### config.mk
export PLATFORM = sky130hd
export DESIGN_NAME = uts_cell
export DESIGN_NICKNAME = d
export VERILOG_FILES = /design/src/uts_pkg.sv /design/src/uts_cell.sv
export SDC_FILE = /design/constraint.sdc
export NUM_CORES = 1
export LEC_CHECK = 0
export CAP_MARGIN = 20
export CORE_MARGIN = 5
export CORE_UTILIZATION = 55
export DETAILED_ROUTE_END_ITERATION = 6
export DONT_BUFFER_PORTS = 1
export PLACE_DENSITY = 0.77
export SETUP_SLACK_MARGIN = 0.4
export SYNTH_ARGS = -nofsm -noshare
export SYNTH_HDL_FRONTEND = slang
export SYNTH_SLANG_ARGS = --single-unit
### constraint.sdc
create_clock -name clock -period 4.5 [get_ports clock]
set_input_delay 0.225 -clock clock [delete_from_list [all_inputs] [get_ports clock]]
set_output_delay 0.225 -clock clock [all_outputs]
set_load 0.005 [all_outputs]
### src/uts_pkg.sv
// Package for the unsorted table: sizes, opcode and status codes, the
// controller states and the control bundle that drives the row of cells.
// No dependencies.
package uts_pkg;

   localparam int DEPTH   = 128;
   localparam int VALUE_W = 32;
   localparam int SLOT_W  = $clog2(DEPTH);
   localparam int FILL_W  = $clog2(DEPTH + 1);
   localparam int INDEX_W = 7;
   localparam int COUNT_W = 8;

   typedef enum logic [1:0] {
      OP_INSERT = 2'd0,
      OP_SEARCH = 2'd1,
      OP_DELETE = 2'd2,
      OP_CLEAR  = 2'd3
   } op_type;

   typedef enum logic [1:0] {
      STS_OK        = 2'd0,
      STS_FULL      = 2'd1,
      STS_NOT_FOUND = 2'd2
   } status_type;

   typedef enum logic [1:0] {
      ST_IDLE,
      ST_SCAN,
      ST_SHIFT
   } state_type;

   typedef struct packed {
      logic start;
      logic step;
      logic copy;
   } cell_ctrl_type;

endpackage

### src/uts_cell.sv
// One cell of the table: holds one entry and one bit of the walking token,
// compares its entry with the search key and can take its right neighbour's entry.
// Depends on uts_pkg.
module uts_cell (
   input  logic                          clock,
   input  logic                          reset,
   input  uts_pkg::cell_ctrl_type        ctrl,
   input  logic                          head,
   input  logic                          wr_en,
   input  logic [uts_pkg::VALUE_W-1:0]   wr_data,
   input  logic [uts_pkg::VALUE_W-1:0]   key,
   input  logic                          tok_prev,
   input  logic [uts_pkg::VALUE_W-1:0]   next_entry,
   output logic [uts_pkg::VALUE_W-1:0]   entry,
   output logic                          tok,
   output logic                          hit
);
   import uts_pkg::*;

   logic [VALUE_W-1:0] entry_ff, entry_in;
   logic               tok_ff, tok_in;

   always_comb begin
      entry_in = entry_ff;
      if (wr_en) begin
         entry_in = wr_data;
      end else if (ctrl.copy && tok_ff) begin
         entry_in = next_entry;
      end
   end

   always_comb begin
      tok_in = tok_ff;
      if (ctrl.start) begin
         tok_in = head;
      end else if (ctrl.step) begin
         tok_in = tok_prev;
      end
   end

   always_ff @(posedge clock) begin
      entry_ff <= entry_in;
   end

   always_ff @(posedge clock) begin
      if (reset) begin
         tok_ff <= 1'b0;
      end else begin
         tok_ff <= tok_in;
      end
   end

   assign entry = entry_ff;
   assign tok   = tok_ff;
   assign hit   = tok_ff && (entry_ff == key);

endmodule

==> results of run 1 <==
[worst max-delay path, cell delays in order (launching register included)]
cell      delay, ns
edfxtp_1       0.45
xor2_1         0.17
nor4_1         0.33
nand4_1        0.20
nor3_2         0.24
[per-stage QoR]
stage	hold WS, ns	utilization (%)	power [mW]	std cells
detailed placement	0.309	58.6	0.464	159
global placement	0.300	58.6	0.460	159
finish	0.0601	60.6	0.613	168
CTS	0.0538	60.6	0.623	168
global route	0.0669	60.6	0.648	168
floorplan	0.297	-	0.452	118
[power by group]
part | switching [mW] | internal (mW)
Combinational | 0.0258 | 0.0396
Sequential | 0.0223 | 0.368
Clock | 0.0975 | 0.0594
Total | 0.146 | 0.467
[metal layers]
| metal | track usage, % | vias to the layer above | part of all wire [%] |
|---|---|---|---|
| li1 | - | 453 | - |
| met1 | 15.7 | 439 | 31 |
| met2 | 30.9 | 73 | 55 |
| met3 | 11.2 | 8 | 13 |
| met4 | 6.09 | 0 | 1.2 |
| met5 | 0 | - | 0 |
[layout by cell type (no fill, tap or decap)]
cell type / instances
clkinv_2: 2
edfxtp_1: 32
nor4_1: 7
clkbuf_1: 1
nor3_2: 1
nor3_1: 1
xnor2_1: 1
mux2_2: 32
xor2_1: 31
dfxtp_1: 1
nand4_1: 1
a21oi_1: 1
dlygate4sd3_1: 1
nor2_1: 2
nand3_1: 2
clkbuf_4: 5
mux2i_1: 1
buf_4: 1
a21o_1: 1
[area by class of cell]
class / instances / area (um^2)
clock buffers: 6 / 41.3
clock inverters: 2 / 10.0
fillers: 243 / 1200
multi-input cells: 81 / 746
flip-flops and latches: 33 / 981
well taps: 44 / 55.1
repair buffers: 2 / 17.5
[kinds of logic after synthesis]
kind of cell	share of synthesized area (%)
buffers and inverters	1.15
AOI/OAI and AO/OA	0.716
DFF	56.2
muxes	21.2
and+or+nand+nor	4.73
xor gates and xnor gates	16.0
[registers in the layout, summed over array words and instances (netlist names)]
signal  flops
tok         1
entry      32
[final timing paths]
check | start | end | slack, ns | depth (start not counted)
max | entry[10] | hit | 2.54 | 4
min | ctrl[2] | tok | 0.06 | 2
min reg2reg | tok | tok | 0.74 | 4
max reg2reg | tok | entry[17] | 3.25 | 2
==> flow_summary.json, run 1 <==
{
  "status": "finished clean",
  "core_area_mm2": 0.00305,
  "period_needed_ns": 1.96,
  "wl_per_cell_um": 22.7,
  "antenna_left": 0,
  "ys_seq_elements": 33,
  "clockRootBuffer": "clkbuf_4",
  "tns_ns": 0,
  "cts_tree": "built",
  "first_iter_violations": 21,
  "drive_above_1_share_pct": 33.1,
  "hold_path_class": "in -> reg",
  "ir_worst_vdd_v": 0.000193,
  "dp_slack_ns": 2.89,
  "slew-limit-headroom_pct": 72.2,
  "synthTopCellsByArea": "edfxtp_1 (55%), mux2_2 (21%), xor2_1 (16%), nor4_1 (2.5%), buf_2 (1.1%)",
  "ios": 138,
  "holdBufCountCts": 1,
  "required_ns": 4.28,
  "vias": 973,
  "vias_per_cell": 5.79,
  "track_usage_pct": 17.4,
  "initial_utilization_pct": 57.2,
  "p_per_area_mw_per_mm2": 331,
  "grt_pass1_wl_um": 5490,
  "cts_setup_buffers": 0,
  "rsz0062_at_grt": "false",
  "gr-total-overflow": 0,
  "syn_inst": 118,
  "die_h_um": 66.4,
  "clk_pin_slew_ns": 0.10,
  "fmax_mhz": 511,
  "grt_max_degree": 34,
  "grt_pass1_vias": 1144,
  "diodes": 0,
  "setup_viol": 0,
  "synth_nets": 222,
  "synth_top_flop_cell": "edfxtp_1",
  "finalCritPeriodShare_pct": 43.5,
  "num_rows": 20,
  "htreeDepth": 2,
  "numCtsBuffers": 5,
  "async_reset_ff_share_pct": 0,
  "die-area_mm2": 0.00440,
  "dpl_cell_area_mm2": 0.00179,
  "syn2layout_area_growth_pct": 5.95,
  "drv_slew": 0,
  "cts_resized": 0,
  "syn_area_per_cell_um2": 14.8,
  "grt_antenna_before_repair": 0,
  "clk_path_buf_depth": 2,
  "final-hold-violation-count": 0,
  "cts_sinks": 33,
  "final_cell_area_mm2": 0.00185,
  "endpoint_kind": "output pin",
  "cap_violations": 0,
  "worst_pin_slew_ns": 0.418,
  "timing_worst_setup_path_type": "reg -> out",
  "fin_worst_skew_ns": 0.00541,
  "critPathMaxFanout": 2,
  "p_leak_nw": 0.647,
  "critPathArrivalTime_ns": 1.73,
  "gp_congestion": 0.689,
  "fin_ws_ns": 2.54,
  "die_x_um": 66.4,
  "start_kind": "flop",
  "wirelength_um": 3820,
  "portBuffers": 0,
  "ys_seq_area_share_pct": 56.2,
  "synth_cell_types": 15,
  "yosys-top-cells-count": "edfxtp_1 (32), mux2_2 (32), xor2_1 (31)",
  "route.detailed.drc": 0,
  "dp_hpwl_um": 3070,
  "first_pass_iters": 5,
  "yosys_warnings": 0,
  "syn_area_mm2": 0.00175,
  "yosys.area.top_type": "edfxtp_1",
  "synth_edf_count": 32,
  "synth_top_area_share_pct": 55.0,
  "final_nets": 227,
  "clkLatencyLatePin_ns": 0.33
}
Note: power is estimated with default switching activity, not from simulation.
==> run 2: changes to the inputs <==
--- a/config.mk
+++ b/config.mk
@@ -10,7 +10,7 @@
 export CORE_UTILIZATION = 55
 export DETAILED_ROUTE_END_ITERATION = 6
 export DONT_BUFFER_PORTS = 1
-export PLACE_DENSITY = 0.77
+export PLACE_DENSITY = 0.8
 export SETUP_SLACK_MARGIN = 0.4
 export SYNTH_ARGS = -nofsm -noshare
 export SYNTH_HDL_FRONTEND = slang
==> constraint.sdc (replaced) <==
create_clock -name clock -period 1.73 [get_ports clock]
set_input_delay 0.0865 -clock clock [delete_from_list [all_inputs] [get_ports clock]]
set_output_delay 0.0865 -clock clock [all_outputs]
set_load 0.005 [all_outputs]
==> run 2 against run 1 <==
The flow now finishes with violations (hold timing, setup timing). Combinational power grew to 5.3 times the previous value. Via count is 33% higher. First-iteration DRC count grew to 3.3 times the previous value. Die area stayed put. Register-to-register slack worse by 2.6 ns. Routed wire length is 44% higher. Total power grew to 2.9 times the previous value. Flip-flop and latch count stayed put.
==> flow_summary.json, run 2 (same netlist as run 1, synthesis figures left out) <==
{
  "vias": 1295,
  "num_rows": 20,
  "wl_per_cell_um": 23.3,
  "fmax_mhz": 569,
  "vias_per_cell": 5.49,
  "first_iter_violations": 69,
  "ir_worst_vdd_v": 0.000637,
  "drive_above_1_share_pct": 24.0,
  "drv_slew": 0,
  "place_inst": 159,
  "initial_utilization_pct": 57.2,
  "final_common_cell": "dlygate4sd3_1",
  "endpoint_kind": "output pin",
  "gr-total-overflow": 0,
  "rsz0062_at_grt": "true",
  "grt_pass1_vias": 1520,
  "dp_hpwl_um": 3060,
  "slowest_delay_ns": 0.45,
  "clkLatencyLatePin_ns": 0.33,
  "tns_ns": -0.0265,
  "hold_depth": 1,
  "path_cells": "xor2_1 > nor4_1 > nand3_1 > nor3_2",
  "finalCritPeriodShare_pct": 102,
  "timing_worst_setup_path_type": "reg -> out",
  "layout_common_cells": "dlygate4sd3_1 (64), edfxtp_1 (32), xor2_1 (31), mux2_2 (28)",
  "die_x_um": 66.4,
  "worst-path-stages": 4,
  "cts_sinks": 33,
  "start_kind": "flop",
  "dp_slack_ns": 0.186,
  "syn2layout_area_growth_pct": 49.0,
  "gp_congestion": 0.715,
  "rr_worst_depth": 2,
  "critPathMaxFanout": 2,
  "grt_pass1_wl_um": 7530,
  "cap_violations": 0,
  "hold_path_class": "in -> reg",
  "violations": "hold timing, setup timing",
  "wirelength_um": 5490,
  "die-area_mm2": 0.00440,
  "final_nets": 295,
  "grt_antenna_before_repair": 0,
  "die_h_um": 66.4,
  "core_area_mm2": 0.00305,
  "fin_util_pct": 85.2,
  "p_leak_nw": 0.997,
  "critPathArrivalTime_ns": 1.67,
  "antenna_left": 0,
  "clk_path_buf_depth": 2,
  "period_needed_ns": 1.76,
  "cts_tree": "built",
  "worst_pin_slew_ns": 0.809,
  "fin_worst_skew_ns": 0.00855,
  "track_usage_pct": 24.4,
  "slew-limit-headroom_pct": 46.1,
  "whs_ns": -0.0112,
  "crit_buf_inv": 0,
  "ios": 138,
  "diodes": 0,
  "clockRootBuffer": "clkbuf_4",
  "portBuffers": 0,
  "status": "finished, violations left",
  "fin_ws_ns": -0.0265,
  "required_ns": 1.64,
  "final-hold-violation-count": 2,
  "htreeDepth": 2,
  "route.detailed.drc": 0,
  "crit_slowest_cell": "edfxtp_1",
  "numCtsBuffers": 5,
  "instances_no_fill": 236,
  "setup_viol": 1,
  "largest_reg_flops": 32,
  "first_pass_iters": 4,
  "crit_family": "simple AND/OR/NAND/NOR gates",
  "p_per_area_mw_per_mm2": 678,
  "grt_max_degree": 33,
  "clk_pin_slew_ns": 0.09
}
## run 2: where the power goes
group | switching (mW) | leakage [nW] | total (mW) | internal, mW
clock network | 0.256 | 0.0300 | 0.403 | 0.147
registers | 0.0605 | 0.324 | 1.02 | 0.957
logic | 0.122 | 0.643 | 0.345 | 0.223
## run 2: metal layers
metal | share of wire [%] | up-vias | track usage [%]
met2 | 57 | 88 | 49.6
li1 | - | 588 | -
met4 | 2.9 | 0 | 9.64
met3 | 9.9 | 16 | 10.9
met5 | 0 | - | 0
met1 | 30 | 603 | 19.2
## run 2: area by class of cell
type                       count  area [um^2]
tap                           44         55.1
multi-input combinational     81          793
clock buffer                   5         37.5
fill                         155          450
clock inverter                 3         12.5
sequential                    33          981
timing repair buffer          70          723
## run 2: what timing repair did
| item | in CTS | in global routing |
|---|---|---|
| pin swaps | 3 | 3 |
| hold buffers | 68 | 10 |
| endpoints found under the hold margin | 33 | 9 |
| gates resized for setup | 2 | 12 |
| buffers inserted | 0 | 0 |
| endpoints found under the setup margin | 1 | 30 |
## run 2: path summary, 6_finish.rpt
check / start / endpoint / slack (ns)
hold / removal: wr_en / entry[18] / -0.01
setup reg to reg: tok / entry[8] / 0.65
hold reg to reg: tok / tok / 0.81
setup / recovery: entry[11] / hit / -0.03
## run 2: stage by stage
step           total power [mW]  cell area [um^2]
2_1_floorplan              1.18              1750
3_3_place_gp               1.20              1800
3_5_place_dp               1.21              1800
4_1_cts                    1.75              2550
5_1_grt                    1.85              2600
6_report                   1.77              2600
==> run 3: changes to the inputs <==
--- a/config.mk
+++ b/config.mk
@@ -7,10 +7,10 @@
 export LEC_CHECK = 0
 export CAP_MARGIN = 20
 export CORE_MARGIN = 5
-export CORE_UTILIZATION = 55
+export CORE_UTILIZATION = 46
 export DETAILED_ROUTE_END_ITERATION = 6
 export DONT_BUFFER_PORTS = 1
-export PLACE_DENSITY = 0.8
+export PLACE_DENSITY = 0.7
 export SETUP_SLACK_MARGIN = 0.4
 export SYNTH_ARGS = -nofsm -noshare
 export SYNTH_HDL_FRONTEND = slang
==> run 3 against run 2 <==
Critical endpoint unchanged. Flip-flop and latch count unchanged. First-iteration DRC count down 59%. Routed wire length decreased by 29%. Largest cell class unchanged. Sequential share of layout area is 13 points higher. Global-route usage shrank 10 points. Die area is 16% higher. The run now ends clean. Via count fell by 23%. Utilization decreased by 32 points. Register-to-register slack got worse by 0.02 ns.
==> flow_summary.json, run 3 (same netlist as run 1, synthesis figures left out) <==
{
  "ios": 138,
  "cts_sinks": 33,
  "hold_path_class": "in -> reg",
  "initial_utilization_pct": 47.7,
  "power.net_switching_mw": 0.395,
  "pwr-share-comb_pct": 11.1,
  "grt_pass1_vias": 1141,
  "cellInternalPower_mw": 1.35,
  "gr-total-overflow": 0,
  "final_nets": 229,
  "clk_path_buf_depth": 2,
  "diodes": 0,
  "period_needed_ns": 1.61,
  "fin_worst_skew_ns": 0.00850,
  "whs_ns": 0.0262,
  "slew-limit-headroom_pct": 82.2,
  "route.detailed.drc": 0,
  "final-hold-violation-count": 0,
  "worst_pin_slew_ns": 0.264,
  "power_frac_clock_pct": 30.7,
  "setup_viol": 0,
  "drive_above_1_share_pct": 37.3,
  "vias_per_cell": 5.72,
  "p_seq_share_pct": 58.2,
  "drv_slew": 0,
  "syn2layout_area_growth_pct": 11.7,
  "p_per_area_mw_per_mm2": 894,
  "grt_pass1_wl_um": 5480,
  "finalCritPeriodShare_pct": 93.0,
  "critPathMaxFanout": 2,
  "p_leak_nw": 0.675,
  "critPathArrivalTime_ns": 1.52,
  "antenna_left": 0,
  "htreeDepth": 2,
  "dp_hpwl_um": 3090,
  "cap_violations": 0,
  "ir_worst_vdd_v": 0.000663,
  "grt_max_degree": 34,
  "wirelength_um": 3890,
  "portBuffers": 0,
  "timing_worst_setup_path_type": "reg -> out",
  "endpoint_kind": "output pin",
  "largest_reg_flops": 32,
  "wl_per_cell_um": 22.3,
  "clk_pin_slew_ns": 0.07,
  "fin_util_pct": 53.3,
  "track_usage_pct": 14.1,
  "status": "finished clean",
  "rsz0062_at_grt": "true",
  "gp_congestion": 0.714,
  "required_ns": 1.64,
  "first_iter_violations": 28,
  "p_sw_share_pct": 22.7,
  "die_x_um": 71.6,
  "cts_tree": "built",
  "start_kind": "flop",
  "core_area_mm2": 0.00366,
  "fillCellCount": 323,
  "grt_antenna_before_repair": 0,
  "num_rows": 22,
  "clockRootBuffer": "clkbuf_8",
  "first_pass_iters": 2,
  "clkLatencyLatePin_ns": 0.27,
  "layout_common_cells": "mux2_2 (32), edfxtp_1 (32), xor2_1 (31), nor4_2 (5), clkbuf_8 (5)",
  "die-area_mm2": 0.00513,
  "numCtsBuffers": 5,
  "fmax_mhz": 621,
  "vias": 996,
  "die_h_um": 71.6
}
-- run 3: changes by cell type in the layout (fill, tap and decap cells not counted), sizes merged --
cell	change
dlymetal6s4s	-5
dlygate4sd3	-61
clkinv	-1
clkbuf	+1
-- run 3: area by class of cell --
class	count	area (um^2)	area share (%)
clock buffers	6	72.6	3.72
clock inverters	2	10.0	0.513
multi-input cells	81	778	39.9
flip-flops and latches	33	981	50.3
well taps	48	60.1	3.08
repair buffers	4	50.0	2.56
-- run 3: repair_timing --
| item | 4_1_cts | 5_1_grt |
|---|---|---|
| pin swaps | 3 | 2 |
| buffers inserted | 0 | 0 |
| hold buffers | 3 | 0 |
| endpoints found under the hold margin | 1 | 0 |
| gates resized for setup | 1 | 4 |
| setup endpoints to repair | 1 | 1 |
-- run 3: metal layers --
| layer | track usage (%) | wire length [um] |
|---|---|---|
| met5 | 0 | 0 |
| met1 | 13.0 | 1210 |
| met4 | 3.76 | 33 |
| met3 | 8.70 | 482 |
| met2 | 25.6 | 2160 |
-- run 3: worst paths after layout --
check                                    start   endpoint  slack [ns]  cells past startpoint
worst max-delay path                  entry[2]        hit        0.12                      4
worst min-delay path            next_entry[17]  entry[17]        0.03                      1
worst max register to register             tok  entry[26]        0.63                      2
worst min register to register             tok        tok        0.74                      4
-- run 3: metrics by stage --
stage	cell area (um^2)	setup slack [ns]	instances	setup TNS, ns	power (mW)
global route	1950	-0.0244	174	-0.0244	1.84
global placement	1810	0.245	163	0	1.20
floorplan	1750	0.469	118	0	1.18
finish	1950	0.120	174	0	1.75
detailed placement	1810	0.217	163	0	1.21
CTS	1930	-0.0364	174	-0.0364	1.77
-- run 3: critical path: stages, from the launching register on --
cell and delay, ns:
edfxtp_1 0.44, xor2_1 0.18, nor4_2 0.28, nand4_1 0.17
nor3_2 0.17
-- run 3: power groups by stage --
stage	combinational, mW	clock, mW	sequential (mW)
CTS	0.187	0.563	1.02
finish	0.194	0.536	1.02
global route	0.212	0.602	1.02
detailed placement	0.177	0	1.04
floorplan	0.157	0	1.02
global placement	0.170	0	1.03
